### config.mk
export PLATFORM = sky130hd
export DESIGN_NAME = client_refcount_table
export DESIGN_NICKNAME = d
export VERILOG_FILES = /design/src/design/crt_pkg.sv /design/src/design/crt_ctrl.sv /design/src/design/crt_datapath.sv /design/src/design/client_refcount_table.sv
export SDC_FILE = /design/constraint.sdc
export NUM_CORES = 2
export LEC_CHECK = 0
export BUFFER_PORTS_ARGS = -buffer_cell sky130_fd_sc_hd__buf_2
export CAP_MARGIN = 5
export CORE_ASPECT_RATIO = 1.25
export CORE_MARGIN = 8
export CORE_UTILIZATION = 30
export CTS_BUF_LIST = sky130_fd_sc_hd__clkbuf_16
export DETAILED_ROUTE_END_ITERATION = 8
export HOLD_SLACK_MARGIN = 0.08
export PLACE_DENSITY_LB_ADDON = 0.1
export SYNTH_ARGS = -nofsm -noshare
export SYNTH_HDL_FRONTEND = slang
export SYNTH_HIERARCHICAL = 1
export SYNTH_SLANG_ARGS = --single-unit
### constraint.sdc
create_clock -name clk -period 7.1 [get_ports clk]
set_input_delay 1.42 -clock clk [delete_from_list [all_inputs] [get_ports clk]]
set_output_delay 1.42 -clock clk [all_outputs]
set_load 0.03 [all_outputs]
### src/design/crt_pkg.sv
// Shared types, codes and widths of the client reference count table.
package crt_pkg;

    localparam int TABLE_ENTRIES_DEF = 16;
    localparam int COUNT_BITS_DEF    = 16;

    localparam int ID_W      = 16;
    localparam int IN_CNT_W  = 16;
    localparam int OUT_CNT_W = 17;
    localparam int OUT_LIMIT = 65535;

    localparam int S_TDATA_W = 72;
    localparam int S_TUSER_W = 3;
    localparam int RES_W     = 55;
    localparam int M_TDATA_W = 56;

    typedef enum logic [2:0] {
        MODE_OPEN     = 3'd0,
        MODE_REOPEN   = 3'd1,
        MODE_CLOSE    = 3'd2,
        MODE_RMWRITER = 3'd3,
        MODE_KILL     = 3'd4,
        MODE_STATUS   = 3'd5
    } mode_t;

    typedef enum logic [1:0] {
        ST_OK    = 2'd0,
        ST_FULL  = 2'd1,
        ST_UNDER = 2'd2
    } status_t;

    typedef enum logic [2:0] {
        S_IDLE,
        S_SCAN,
        S_FETCH,
        S_EXEC,
        S_RESULT
    } state_t;

    typedef struct packed {
        logic load;
        logic scan;
        logic fetch;
        logic exec;
        logic emit;
    } crt_cmd_t;

    typedef struct packed {
        logic scan_done;
        logic out_free;
    } crt_stat_t;

endpackage

### src/design/crt_ctrl.sv
// Request sequencer of the client reference count table.
module crt_ctrl (
    input  logic                clk,
    input  logic                rst_n,
    input  logic                req_valid,
    output logic                req_ready,
    input  crt_pkg::crt_stat_t  stat,
    output crt_pkg::crt_cmd_t   cmd
);

    crt_pkg::state_t state_reg;
    crt_pkg::state_t state_next;

    always_ff @(posedge clk or negedge rst_n)
    begin
        if (!rst_n)
        begin
            state_reg <= crt_pkg::S_IDLE;
        end
        else
        begin
            state_reg <= state_next;
        end
    end

    always_comb
    begin
        state_next = state_reg;
        cmd        = '0;
        req_ready  = 1'b0;
        unique case (state_reg)
            crt_pkg::S_IDLE:
            begin
                req_ready = 1'b1;
                if (req_valid)
                begin
                    cmd.load   = 1'b1;
                    state_next = crt_pkg::S_SCAN;
                end
            end
            crt_pkg::S_SCAN:
            begin
                cmd.scan = 1'b1;
                if (stat.scan_done)
                begin
                    state_next = crt_pkg::S_FETCH;
                end
            end
            crt_pkg::S_FETCH:
            begin
                cmd.fetch  = 1'b1;
                state_next = crt_pkg::S_EXEC;
            end
            crt_pkg::S_EXEC:
            begin
                cmd.exec   = 1'b1;
                state_next = crt_pkg::S_RESULT;
            end
            crt_pkg::S_RESULT:
            begin
                // hold the result until the output register frees up
                if (stat.out_free)
                begin
                    cmd.emit   = 1'b1;
                    state_next = crt_pkg::S_IDLE;
                end
            end
            default:
            begin
                state_next = crt_pkg::S_IDLE;
            end
        endcase
    end

endmodule

### src/design/crt_datapath.sv
// Table storage, scan, count update and result register of the client table.
module crt_datapath #(
    parameter int TABLE_ENTRIES = crt_pkg::TABLE_ENTRIES_DEF,
    parameter int COUNT_BITS    = crt_pkg::COUNT_BITS_DEF
) (
    input  logic                           clk,
    input  logic                           rst_n,
    input  crt_pkg::crt_cmd_t              cmd,
    output crt_pkg::crt_stat_t             stat,
    input  logic [crt_pkg::S_TDATA_W-1:0]  req_data,
    input  logic [crt_pkg::S_TUSER_W-1:0]  req_user,
    output logic                           out_valid,
    input  logic                           out_ready,
    output logic [crt_pkg::M_TDATA_W-1:0]  out_data
);

    localparam int N   = TABLE_ENTRIES;
    localparam int CB  = COUNT_BITS;
    localparam int IW  = (N > 1) ? $clog2(N) : 1;
    localparam int CW  = $clog2(N + 1) + 1;
    localparam int XW  = (CB > crt_pkg::IN_CNT_W) ? CB : crt_pkg::IN_CNT_W;
    localparam int DW  = XW + 2;
    localparam int OW  = crt_pkg::OUT_CNT_W;
    localparam logic [XW-1:0]        CMAX_X = XW'({CB{1'b1}});
    localparam logic signed [DW-1:0] LIM_P  = DW'(crt_pkg::OUT_LIMIT);
    localparam logic signed [DW-1:0] LIM_N  = -LIM_P;

    // captured request
    crt_pkg::mode_t                 mode_reg;
    logic [crt_pkg::ID_W-1:0]       id_reg;
    logic                           wf_reg;
    logic                           xf_reg;
    logic                           cin_reg;
    logic [CB-1:0]                  rin_reg;
    logic [CB-1:0]                  win_reg;
    logic [CB-1:0]                  xin_reg;

    // table storage
    logic [N-1:0]                   valid_reg;
    logic [crt_pkg::ID_W-1:0]       mem_client [N];
    logic [CB-1:0]                  mem_refs   [N];
    logic [CB-1:0]                  mem_writers[N];
    logic [CB-1:0]                  mem_execs  [N];
    logic                           mem_cached [N];

    logic [crt_pkg::ID_W-1:0]       rd_client_reg;
    logic [CB-1:0]                  rd_refs_reg;
    logic [CB-1:0]                  rd_writers_reg;
    logic [CB-1:0]                  rd_execs_reg;
    logic                           rd_cached_reg;

    // scan state
    logic [CW-1:0]                  scan_cnt_reg;
    logic                           chk_live_reg;
    logic [IW-1:0]                  chk_idx_reg;
    logic                           hit_reg;
    logic [IW-1:0]                  hit_idx_reg;
    logic                           free_reg;
    logic [IW-1:0]                  free_idx_reg;

    logic [crt_pkg::RES_W-1:0]      res_reg;
    logic                           out_valid_reg;
    logic [crt_pkg::M_TDATA_W-1:0]  out_data_reg;

    logic                           issue;
    logic                           rd_en;
    logic [IW-1:0]                  rd_addr;
    logic [IW-1:0]                  target;
    logic                           chk_match;
    logic                           chk_free;

    function automatic logic [CB-1:0] clamp_in(input logic [crt_pkg::IN_CNT_W-1:0] v);
        logic [XW-1:0] ext;
        ext = XW'(v);
        return (ext > CMAX_X) ? CB'(CMAX_X) : CB'(ext);
    endfunction

    function automatic logic [CB-1:0] sat_add(input logic [CB-1:0] a, input logic [CB-1:0] b);
        logic [CB:0] s;
        s = {1'b0, a} + {1'b0, b};
        return s[CB] ? {CB{1'b1}} : s[CB-1:0];
    endfunction

    // returns {underflow, value}
    function automatic logic [CB:0] dec_clamp(input logic [CB-1:0] a);
        return (a == '0) ? {1'b1, {CB{1'b0}}} : {1'b0, a - CB'(1)};
    endfunction

    function automatic logic signed [DW-1:0] widen(input logic [CB-1:0] a);
        return $signed({{(DW - CB){1'b0}}, a});
    endfunction

    function automatic logic [OW-1:0] enc_out(input logic signed [DW-1:0] v);
        logic signed [DW-1:0] c;
        c = v;
        if (c > LIM_P)
        begin
            c = LIM_P;
        end
        if (c < LIM_N)
        begin
            c = LIM_N;
        end
        return c[OW-1:0];
    endfunction

    assign issue   = cmd.scan && (scan_cnt_reg < CW'(N));
    assign target  = hit_reg ? hit_idx_reg : free_idx_reg;
    assign rd_en   = issue || cmd.fetch;
    assign rd_addr = cmd.fetch ? target : scan_cnt_reg[IW-1:0];

    assign chk_match = chk_live_reg && valid_reg[chk_idx_reg] && (rd_client_reg == id_reg);
    assign chk_free  = chk_live_reg && !valid_reg[chk_idx_reg];

    assign stat.scan_done = chk_live_reg && (chk_idx_reg == IW'(N - 1));
    assign stat.out_free  = !out_valid_reg || out_ready;

    // capture the request and run the scan
    always_ff @(posedge clk)
    begin
        if (cmd.load)
        begin
            mode_reg <= crt_pkg::mode_t'(req_user[2:0]);
            id_reg   <= req_data[15:0];
            wf_reg   <= req_data[16];
            xf_reg   <= req_data[17];
            cin_reg  <= req_data[18];
            rin_reg  <= clamp_in(req_data[34:19]);
            win_reg  <= clamp_in(req_data[50:35]);
            xin_reg  <= clamp_in(req_data[66:51]);
        end
        chk_idx_reg <= scan_cnt_reg[IW-1:0];
        if (chk_match && !hit_reg)
        begin
            hit_idx_reg <= chk_idx_reg;
        end
        if (chk_free && !free_reg)
        begin
            free_idx_reg <= chk_idx_reg;
        end
    end

    always_ff @(posedge clk or negedge rst_n)
    begin
        if (!rst_n)
        begin
            scan_cnt_reg <= '0;
            chk_live_reg <= 1'b0;
            hit_reg      <= 1'b0;
            free_reg     <= 1'b0;
        end
        else
        begin
            chk_live_reg <= issue;
            if (cmd.load)
            begin
                scan_cnt_reg <= '0;
                hit_reg      <= 1'b0;
                free_reg     <= 1'b0;
            end
            else
            begin
                if (issue)
                begin
                    scan_cnt_reg <= scan_cnt_reg + CW'(1);
                end
                if (chk_match)
                begin
                    hit_reg <= 1'b1;
                end
                if (chk_free)
                begin
                    free_reg <= 1'b1;
                end
            end
        end
    end

    // update of the selected entry
    logic                 wr_en;
    logic                 set_valid;
    logic                 clr_valid;
    logic [CB-1:0]        base_refs;
    logic [CB-1:0]        base_writers;
    logic [CB-1:0]        base_execs;
    logic                 base_cached;
    logic [CB-1:0]        new_refs;
    logic [CB-1:0]        new_writers;
    logic [CB-1:0]        new_execs;
    logic                 new_cached;
    logic [CB:0]          dr;
    logic [CB:0]          dw;
    logic [CB:0]          dx;
    logic                 under;
    logic                 cout;
    logic signed [DW-1:0] r_val;
    logic signed [DW-1:0] w_val;
    logic signed [DW-1:0] x_val;
    crt_pkg::status_t     st;

    always_comb
    begin
        base_refs    = hit_reg ? rd_refs_reg    : '0;
        base_writers = hit_reg ? rd_writers_reg : '0;
        base_execs   = hit_reg ? rd_execs_reg   : '0;
        base_cached  = hit_reg ? rd_cached_reg  : 1'b0;
        new_refs     = base_refs;
        new_writers  = base_writers;
        new_execs    = base_execs;
        new_cached   = base_cached;
        dr           = dec_clamp(base_refs);
        dw           = dec_clamp(base_writers);
        dx           = dec_clamp(base_execs);
        wr_en        = 1'b0;
        set_valid    = 1'b0;
        clr_valid    = 1'b0;
        under        = 1'b0;
        cout         = cin_reg;
        r_val        = '0;
        w_val        = '0;
        x_val        = '0;
        st           = crt_pkg::ST_OK;
        unique case (mode_reg) inside
            crt_pkg::MODE_OPEN, crt_pkg::MODE_REOPEN:
            begin
                if (!hit_reg && !free_reg)
                begin
                    st = crt_pkg::ST_FULL;
                end
                else
                begin
                    wr_en     = 1'b1;
                    set_valid = !hit_reg;
                    if (mode_reg == crt_pkg::MODE_OPEN)
                    begin
                        new_cached = cin_reg;
                        new_refs   = sat_add(base_refs, CB'(1));
                        if (wf_reg)
                        begin
                            new_writers = sat_add(base_writers, CB'(1));
                        end
                        if (xf_reg)
                        begin
                            new_execs = sat_add(base_execs, CB'(1));
                        end
                    end
                    else
                    begin
                        new_refs    = sat_add(base_refs, rin_reg);
                        new_writers = sat_add(base_writers, win_reg);
                        new_execs   = sat_add(base_execs, xin_reg);
                    end
                end
            end
            crt_pkg::MODE_CLOSE:
            begin
                if (hit_reg)
                begin
                    wr_en    = 1'b1;
                    new_refs = dr[CB-1:0];
                    under    = dr[CB];
                    if (wf_reg)
                    begin
                        new_writers = dw[CB-1:0];
                        under       = under | dw[CB];
                    end
                    if (xf_reg)
                    begin
                        new_execs = dx[CB-1:0];
                        under     = under | dx[CB];
                    end
                    cout = base_cached;
                    // free once the refs count reaches zero, unless both sides mark it cached
                    if ((!cin_reg || !base_cached) && (dr[CB-1:0] == '0))
                    begin
                        clr_valid = 1'b1;
                    end
                end
            end
            crt_pkg::MODE_RMWRITER:
            begin
                if (hit_reg)
                begin
                    wr_en       = 1'b1;
                    new_writers = dw[CB-1:0];
                    under       = dw[CB];
                end
            end
            crt_pkg::MODE_KILL:
            begin
                if (hit_reg)
                begin
                    r_val     = widen(base_refs);
                    w_val     = widen(base_writers);
                    x_val     = widen(base_execs);
                    clr_valid = 1'b1;
                end
            end
            crt_pkg::MODE_STATUS:
            begin
                r_val = widen(rin_reg) - widen(base_refs);
                w_val = widen(win_reg) - widen(base_writers);
                x_val = widen(xin_reg) - widen(base_execs);
            end
            default:
            begin
                st = crt_pkg::ST_OK;
            end
        endcase
        if (under)
        begin
            st = crt_pkg::ST_UNDER;
        end
    end

    // table memory, written on update and read through a registered port, plus the result and output data registers
    always_ff @(posedge clk)
    begin
        if (cmd.exec && wr_en)
        begin
            mem_client[target]  <= id_reg;
            mem_refs[target]    <= new_refs;
            mem_writers[target] <= new_writers;
            mem_execs[target]   <= new_execs;
            mem_cached[target]  <= new_cached;
        end
        if (rd_en)
        begin
            rd_client_reg  <= mem_client[rd_addr];
            rd_refs_reg    <= mem_refs[rd_addr];
            rd_writers_reg <= mem_writers[rd_addr];
            rd_execs_reg   <= mem_execs[rd_addr];
            rd_cached_reg  <= mem_cached[rd_addr];
        end
        if (cmd.exec)
        begin
            res_reg <= {st, enc_out(x_val), enc_out(w_val), enc_out(r_val), cout, hit_reg};
        end
        if (cmd.emit)
        begin
            out_data_reg <= {1'b0, res_reg};
        end
    end

    always_ff @(posedge clk or negedge rst_n)
    begin
        if (!rst_n)
        begin
            valid_reg     <= '0;
            out_valid_reg <= 1'b0;
        end
        else
        begin
            if (cmd.exec && set_valid)
            begin
                valid_reg[target] <= 1'b1;
            end
            if (cmd.exec && clr_valid)
            begin
                valid_reg[target] <= 1'b0;
            end
            if (cmd.emit)
            begin
                out_valid_reg <= 1'b1;
            end
            else if (out_ready)
            begin
                out_valid_reg <= 1'b0;
            end
        end
    end

    assign out_valid = out_valid_reg;
    assign out_data  = out_data_reg;

endmodule

### src/design/client_refcount_table.sv
// Top level of the client reference count table.
//
//   channel   dir  handshake           payload
//   request   in   s_tvalid/s_tready   s_tuser: mode; s_tdata: id, flags, counts
//   result    out  m_tvalid/m_tready   m_tdata: found, cached, counts, status
//
// After acceptance, the scan reads one entry per cycle through the single
// registered memory port and compares it in the cycle after; the fetch state
// then reads the matched or free entry, the update state writes it back where
// the mode changes it and loads the result register, and the result state moves
// it into the output register once that is free.
// The next request is taken only once the block is back in idle.
// Reset clears the valid bits, the scan flags and the output valid; entry contents need no clearing.
// A new request is taken while the previous result still waits in the
// output register; a stalled result holds the block before its next load.
module client_refcount_table #(
    parameter int TABLE_ENTRIES = crt_pkg::TABLE_ENTRIES_DEF,
    parameter int COUNT_BITS    = crt_pkg::COUNT_BITS_DEF
) (
    input  logic                           clk,
    input  logic                           rst_n,
    input  logic                           s_tvalid,
    output logic                           s_tready,
    // [15:0] client_id, [16] write_flag, [17] exec_flag, [18] cached_in,
    // [34:19] ref_in, [50:35] write_in, [66:51] exec_in, [71:67] zero
    input  logic [crt_pkg::S_TDATA_W-1:0]  s_tdata,
    // [2:0] mode
    input  logic [crt_pkg::S_TUSER_W-1:0]  s_tuser,
    output logic                           m_tvalid,
    input  logic                           m_tready,
    // [0] found, [1] cached_out, [18:2] ref_out, [35:19] write_out,
    // [52:36] exec_out, [54:53] status, [55] zero
    output logic [crt_pkg::M_TDATA_W-1:0]  m_tdata
);

    crt_pkg::crt_cmd_t  cmd;
    crt_pkg::crt_stat_t stat;

    // sequence each request: scan, fetch, update, hand off
    crt_ctrl u_ctrl (
        .clk       (clk),
        .rst_n     (rst_n),
        .req_valid (s_tvalid),
        .req_ready (s_tready),
        .stat      (stat),
        .cmd       (cmd)
    );

    // table, counters and the output register
    crt_datapath #(
        .TABLE_ENTRIES (TABLE_ENTRIES),
        .COUNT_BITS    (COUNT_BITS)
    ) u_datapath (
        .clk       (clk),
        .rst_n     (rst_n),
        .cmd       (cmd),
        .stat      (stat),
        .req_data  (s_tdata),
        .req_user  (s_tuser),
        .out_valid (m_tvalid),
        .out_ready (m_tready),
        .out_data  (m_tdata)
    );

endmodule

* After elaboration in Yosys (flattened, before gate mapping)
Memories as Yosys holds them, arrays and structs flattened. A register that Yosys moved wholly into a read port is not among the register bits.
Cells that the tools add are included.
** Operators by class
- Multiplexer cells :: 93
- Reduce and logical (&&, ||, !) cells :: 36
- Bitwise gates (word level) :: 6
- Eq/ne operators :: 14
- Magnitude comparators :: 13
- $add $sub $neg :: 13
** Operators with widths (count)
- 16-bit 2-to-1 mux :: 28
- 18-bit 2-to-1 mux :: 6
- 18-bit case mux with 2 select lines :: 3
- 16-bit zero test :: 4
- 16-bit case mux with 2 select lines :: 2
- 18-bit by 17-bit > comparator with 1-bit output (second input constant) :: 3
- 18-bit by 17-bit less-than comparator with 1-bit output (second input constant) :: 3
- 16-bit by 1-bit adder with 17-bit output (second input constant) :: 3
- 16-bit by 16-bit adder with 17-bit output :: 3
- 17-bit 2-to-1 mux :: 3
- 16-bit by 16-bit subtractor with 17-bit output :: 3
- 16-bit > comparator (second input constant) :: 3
- 16-bit case mux with 3 select lines :: 1
- 16-bit by 1-bit subtractor with 16-bit output (second input constant) :: 3
- 1-bit 2-to-1 mux :: 37
- 16-bit AND :: 1
- 16-bit equality test :: 1
- 16-bit NOT :: 1
- 16-bit bitwise OR :: 1
- 3-bit case mux with 5 select lines :: 1
- 1-bit logical AND :: 13
- 3-bit by 2-bit equality test with 1-bit output (second input constant) :: 4
- 6-bit 2-to-1 mux :: 2
- 4-bit by 5-bit less-than comparator with 1-bit output (second input constant) :: 2
- other kinds (20) :: 44
** Word-level totals
- Word-level logic and storage cells :: 205
- Memories :: 5
- Memory bits (writable) :: 1040
- Register bits :: 221
- Input bits :: 79
- Output and inout port bits :: 58
** Memories
- u_datapath.mem_client :: depth 16, bits a word 16, rd ports 1, clocked after Yosys merged registers in 1, write ports 1, RTL line crt_datapath.sv:40 : logic [crt_pkg::ID_W-1:0] mem_client [N];
- u_datapath.mem_execs :: depth 16, bits a word 16, rd ports 1, clocked after Yosys merged registers in 1, write ports 1, RTL line crt_datapath.sv:43 : logic [CB-1:0] mem_execs [N];
- u_datapath.mem_refs :: depth 16, bits a word 16, rd ports 1, clocked after Yosys merged registers in 1, write ports 1, RTL line crt_datapath.sv:41 : logic [CB-1:0] mem_refs [N];
- u_datapath.mem_writers :: depth 16, bits a word 16, rd ports 1, clocked after Yosys merged registers in 1, write ports 1, RTL line crt_datapath.sv:42 : logic [CB-1:0] mem_writers[N];
- u_datapath.mem_cached :: depth 16, bits a word 1, rd ports 1, clocked after Yosys merged registers in 1, write ports 1, RTL line crt_datapath.sv:44 : logic mem_cached [N];

* Logic depth before layout (Yosys ltp)
- Depth after elaboration :: 12
- Depth in mapped cells :: 18
- Depth with buffers taken out :: 13

* Modules after synthesis
The synthesis kept the hierarchy.
** By module, submodules not included
- crt_datapath :: area an instance 57655.3 um^2, cells an instance 3490, instances 1, sequential area each 39557.9 um^2
- crt_ctrl :: area an instance 186.4 um^2, cells an instance 19, instances 1, sequential area each 75.1 um^2

* Worst setup path before layout
OpenSTA, ideal clock, no wires.
- Path type :: register to register
- From :: register u_datapath.hit_reg
- To :: memory u_datapath.mem_cached[12], enable pin
- Path slack :: 0.289 ns
- Clock period less this slack :: 6.811 ns
- Setup time :: 0.568 ns
- Data arrival time :: 6.243 ns
- Buffers on the path :: 6
- Cell stages (with the launch flop) :: 10
- Required time :: 6.532 ns
- Cell sequence :: dfrtp_1 -> clkbuf_8 -> buf_2 -> buf_2 -> buf_2 -> buf_2 -> buf_1 -> nor3_1 -> a21oi_1 -> nor3_1
** Between the ends
- Cells in the longest elaborated chain, start to end :: 7
- Elaborated cells on any way between the ends :: 9
- Those cells by class :: 6 x mux; 3 x reduce/logical
** Ends and longest elaborated chain
- from (decl) :: RTL line crt_datapath.sv:56 : logic hit_reg;
- from (signal assigned) :: RTL line crt_datapath.sv:149 : hit_reg <= 1'b0;
- from (signal assigned) :: RTL line crt_datapath.sv:158 : hit_reg <= 1'b0;
- from (signal assigned) :: RTL line crt_datapath.sv:169 : hit_reg <= 1'b1;
- 1-bit zero test :: RTL line crt_datapath.sv:226 : if (!hit_reg && !free_reg)
- 1-bit logical AND :: RTL line crt_datapath.sv:226
- 1-bit 2-to-1 mux :: RTL line crt_datapath.sv:226
- 1-bit case mux with 2 select lines :: RTL line crt_datapath.sv:223 : unique case (mode_reg) inside
- 1-bit logical AND :: RTL line crt_datapath.sv:319 : if (cmd.exec && wr_en)
- 1-bit 2-to-1 mux :: RTL line crt_datapath.sv:319
- 1-bit 2-to-1 mux (not written as such) :: RTL line crt_datapath.sv:325 : mem_cached[target] <= new_cached;
- to (decl) :: RTL line crt_datapath.sv:44
Parallel ways exist; a longest one is shown, timed or not.

* Worst setup path after layout
- From :: register u_datapath.hit_reg
- To :: memory u_datapath/mem_refs[5][5] (netlist name) (data pin)
** Between the ends
- Cells in the longest elaborated chain, start to end :: 6
- Elaborated cells on any way between the ends :: 14
- Those cells by class :: 3 x add/sub; 8 x mux; 3 x reduce/logical
** Ends and longest elaborated chain
- 16-bit 2-to-1 mux :: RTL line crt_datapath.sv:203 : base_refs = hit_reg ? rd_refs_reg : '0;
- 16-bit by 16-bit adder with 17-bit output / 16-bit by 1-bit adder with 17-bit output (equally long branches) :: RTL line crt_datapath.sv:80 : s = {1'b0, a} + {1'b0, b};
- 16-bit 2-to-1 mux :: RTL line crt_datapath.sv:81 : return s[CB] ? {CB{1'b1}} : s[CB-1:0];
- 16-bit 2-to-1 mux :: RTL line crt_datapath.sv:234 : if (mode_reg == crt_pkg::MODE_OPEN)
- 16-bit 2-to-1 mux :: RTL line crt_datapath.sv:226
- 16-bit case mux with 2 select lines (*) :: RTL line crt_datapath.sv:223
- via u_datapath.new_refs[5] :: RTL line crt_datapath.sv:187 : logic [CB-1:0] new_refs;
- to (decl) :: RTL line crt_datapath.sv:41
The timed path passes the listed nets; every way through them passes the cells marked *.

==> results_tabular.tex <==
\begin{tabular}{lr}
\hline
Metric & Value \\
\hline
\multicolumn{2}{l}{\textbf{Outcome}} \\
\quad Run status & finished, final reports clean \\
\multicolumn{2}{l}{\textbf{Synth}} \\
\quad Cell types with the highest counts after synthesis & edfxtp\_1, mux4\_2, a21oi\_1 \\
\quad Avg Inst Size Synth & between 15 and 20 um2 \\
\quad Distinct cell type count after synthesis & 97 \\
\quad Post-synthesis instance total & $\sim$3500 \\
\quad Post-synthesis cell area & 0.05784 mm2 \\
\quad Portion of the post-synthesis area used by sequential elements & just under 70\% \\
\quad Most used DFF post-synth & edfxtp\_1 \\
\quad EDFF count, synth & between 1000 and 1500 \\
\quad Share of flip-flops with an asynchronous set or reset after synthesis & about 2.2\% \\
\quad Cell accounting for the most synthesized area & edfxtp\_1 \\
\quad Post-synthesis register bit count & between 1000 and 1500 \\
\quad Cell types occupying the most area after synthesis & edfxtp\_1, mux4\_2, ha\_1, a21oi\_1, xnor2\_1 \\
\quad Number of nets in the synthesized netlist & between 3000 and 4000 \\
\quad Most used standard cell by instance count after synthesis & edfxtp\_1 \\
\quad Number of warnings printed during yosys synthesis & 6 \\
\quad Portion of synthesized cell area occupied by the leading cell type & 67.13\% \\
\multicolumn{2}{l}{\textbf{Clock network}} \\
\quad Reg clk slew, reported paths & about 60 ps \\
\quad Inserted Clock Buffers & between 100 and 150 \\
\quad Resize count post-CTS & 0 \\
\quad CTS max path bufs & 3 \\
\quad Source-to-sink clock delay at the later pin of the worst-skew pair & $\sim$800 ps \\
\quad Number of levels in the clock H-tree & 4 \\
\quad CTS tree & done \\
\quad Buffers inserted by post-CTS timing repair & 0 \\
\quad Clock root cell & clkbuf\_16 \\
\quad Quantity of hold-fixing buffers added after cts & 0 \\
\quad Clock tree sinks & 1326 \\
\multicolumn{2}{l}{\textbf{Global routing}} \\
\quad Wire length of the first global-routing pass & between 200 and 250 mm \\
\quad Global route overflow & 0 \\
\quad Maximum number of pins on one net before global-route repair & 110 \\
\quad Antenna violations before repair & 6 \\
\quad Vias in the first global route & 33270 \\
\quad Global routing usage summed across all routing layers & approximately 15\% \\
\multicolumn{2}{l}{\textbf{Detailed routing}} \\
\quad Vias per cell & between 5 and 6 \\
\quad Overall routed net length & roughly 160 mm \\
\quad Detailed-route via count & between 30000 and 40000 \\
\quad Number of remaining DRC errors & 0 \\
\quad Post-detailed-route wirelength per cell & roughly 25 um \\
\quad Remaining number of nets flagged by the antenna check after routing & 0 \\
\quad Total iterations of the first detailed-routing run & 5 \\
\quad Detailed Route Iter0 Violations & slightly above 2000 \\
\multicolumn{2}{l}{\textbf{Die}} \\
\quad Starting density of the core & $\sim$30\% \\
\quad Die ar. & around 0.21 mm2 \\
\quad Die width & $\sim$410 um \\
\quad Io pins & around 140 \\
\quad Height of the die & between 500 and 600 um \\
\quad Core area & about 0.19 mm2 \\
\quad Standard-cell row count & 180 \\
\multicolumn{2}{l}{\textbf{Worst hold path}} \\
\quad Worst hold path class & reg -> reg \\
\multicolumn{2}{l}{\textbf{Placed design}} \\
\quad HPWL Detailed & 90.82 mm \\
\quad Inst Count DP & roughly 6000 \\
\quad Port Buffer Count & between 100 and 150 \\
\quad Weighted congestion reported at the end of routability-driven placement & 0.7991 \\
\multicolumn{2}{l}{\textbf{Timing}} \\
\quad Fmax achieved & between 150 and 200 MHz \\
\quad Worst Hold Slack & slightly below 400 ps \\
\quad Final count of pins violating max slew & 0 \\
\quad Transition time of the tightest slew-check pin & about 1200 ps \\
\quad Post-layout min period & between 5000 and 6000 ps \\
\quad Unrepaired setup endpoints after global routing & false \\
\quad Layout Skew & 55.88 ps \\
\quad Final Setup Violations & 0 \\
\quad Final hold violation count & 0 \\
\quad Share of the cycle needed by the critical path after routing & 72.99\% \\
\quad Worst slew margin & about 17\% \\
\quad Setup\_tns & 0 ps \\
\multicolumn{2}{l}{\textbf{Critical path}} \\
\quad Top Family by Delay on Critical Path & compound AO/OA/AOI/OAI gates \\
\quad Worst Setup Path Type & reg -> reg \\
\quad Endpoint kind of the worst setup timing path & flop \\
\quad Count of buffering cells on the critical path with inverters included & 1 \\
\quad Top cell by count, worst path & o21ai\_0 \\
\quad Arrival time at the worst endpoint & 5480 ps \\
\quad Largest stage delay, worst path & just over 700 ps \\
\quad Worst path slowest cell & dfrtp\_4 \\
\quad CP required & approximately 7400 ps \\
\quad Critical path startpoint category & flop \\
\quad Highest fanout seen on the critical path & 32 \\
\quad Cell breakdown of the critical path & buf\_4 > nand2\_1 > ha\_1 > o21bai\_1 > a21oi\_1 > o21ai\_0 > o2111a\_1 > o41ai\_1 > o311a\_1 > o21ai\_0 > o211ai\_1 > nand3\_1 \\
\multicolumn{2}{l}{\textbf{Run}} \\
\quad \# Max-Cap Violations & 0 \\
\multicolumn{2}{l}{\textbf{Power and ir drop}} \\
\quad Maximum vdd drop & roughly 0.23 mV \\
\quad Leak & approximately 0.022 uW \\
\quad Power density of the placed cells & about 240 mW/mm2 \\
\multicolumn{2}{l}{\textbf{Layout}} \\
\quad Share of cells above drive strength 1 & approximately a fifth \\
\quad Final instance count without filler cells & between 6000 and 7000 \\
\quad Synth-to-layout area growth & 15.20\% \\
\quad Number of nets in the layout & between 3000 and 4000 \\
\hline
\end{tabular}
-- layout by cell type, fill, tap and decap left out, drive strengths merged, types with 11 or more instances in the layout --
master     n
o21bai    11
nor2     142
mux2i     73
a221o     16
or3       19
a21o      16
nor2b     79
a211oi    77
o21a      15
dfrtp     29
nand2b    23
edfxtp  1293
xnor2     85
o31ai     13
a21oi    211
xor2      22
mux4     265
o221ai    29
clkinv    59
nand4     26
and3      25
o22ai     31
nand2    157
buf      226
inv      155
nor3      64
nor4      19
ha       116
clkbuf   146
nand3     49
o211ai    20
o21ai    105
a31oi     18
-- metal layers --
metal	track usage [%]	wire, um
met4	4.193	3906
met5	0	0
met2	25.50	77810
met3	2.120	5137
met1	19.53	70880
-- worst reg2reg max path: cells and delay by family (launching register included) --
kind                       cells  cell delay, ps
AOI/OAI and AO/OA              8            2180
and+or+nand+nor                2             870
DFF                            1             710
adders and majority gates      1             460
buffers and inverters          1             440
-- final cells by class --
class | instances | area, um2
clock inverter | 112 | 949.7
inverter | 111 | 416.7
clock buffer | 146 | 3654
timing repair buffer | 226 | 1609
tap | 2548 | 3188
fill | 18290 | 125500
antenna | 3 | 7.507
multi-input combinational | 1886 | 17170
sequential | 1326 | 39640
-- power by group --
group | switching (uW) | internal (uW)
clock network | 3200 | 4080
registers | 0 | 8460
logic | 11.9 | 14.0
-- worst paths after layout --
kind                                        start                   endpoint  slack (ps)  cells after the start
hold / removal             u_datapath/res_reg[18]    u_datapath/out_data[18]         390                      0
setup reg to reg               u_datapath/hit_reg  u_datapath/mem_refs[5][5]        1920                     12
min in group asynchronous                   rst_n    u_datapath/chk_live_reg         680                      1
max in group asynchronous                   rst_n         u_datapath/hit_reg        5870                      1
hold reg to reg            u_datapath/res_reg[18]    u_datapath/out_data[18]         390                      0
setup / recovery               u_datapath/hit_reg  u_datapath/mem_refs[5][5]        1920                     12
-- cells by family after synthesis --
family / after synthesis / share of synthesized area (%)
flops: 1326 / 68.52
simple gates: 657 / 5.735
buf+inv: 297 / 2.174
mux: 338 / 11.58
other cells: 1 / 0.006483
fa+ha+maj: 122 / 2.717
compound gates: 661 / 7.647
xor+xnor: 107 / 1.620
-- metrics by stage --
stage	setup slack (ps)	cell area (um2)	power, uW	utilization [%]
2_1_floorplan	289.4	57840	8628	-
3_3_place_gp	1957	62000	8653	32.27
3_5_place_dp	1941	62000	8653	32.27
4_1_cts	1846	66600	16020	34.67
5_1_grt	1595	66630	16270	34.68
6_report	1918	66630	15770	34.68
Power figures use the tool's default switching activity.
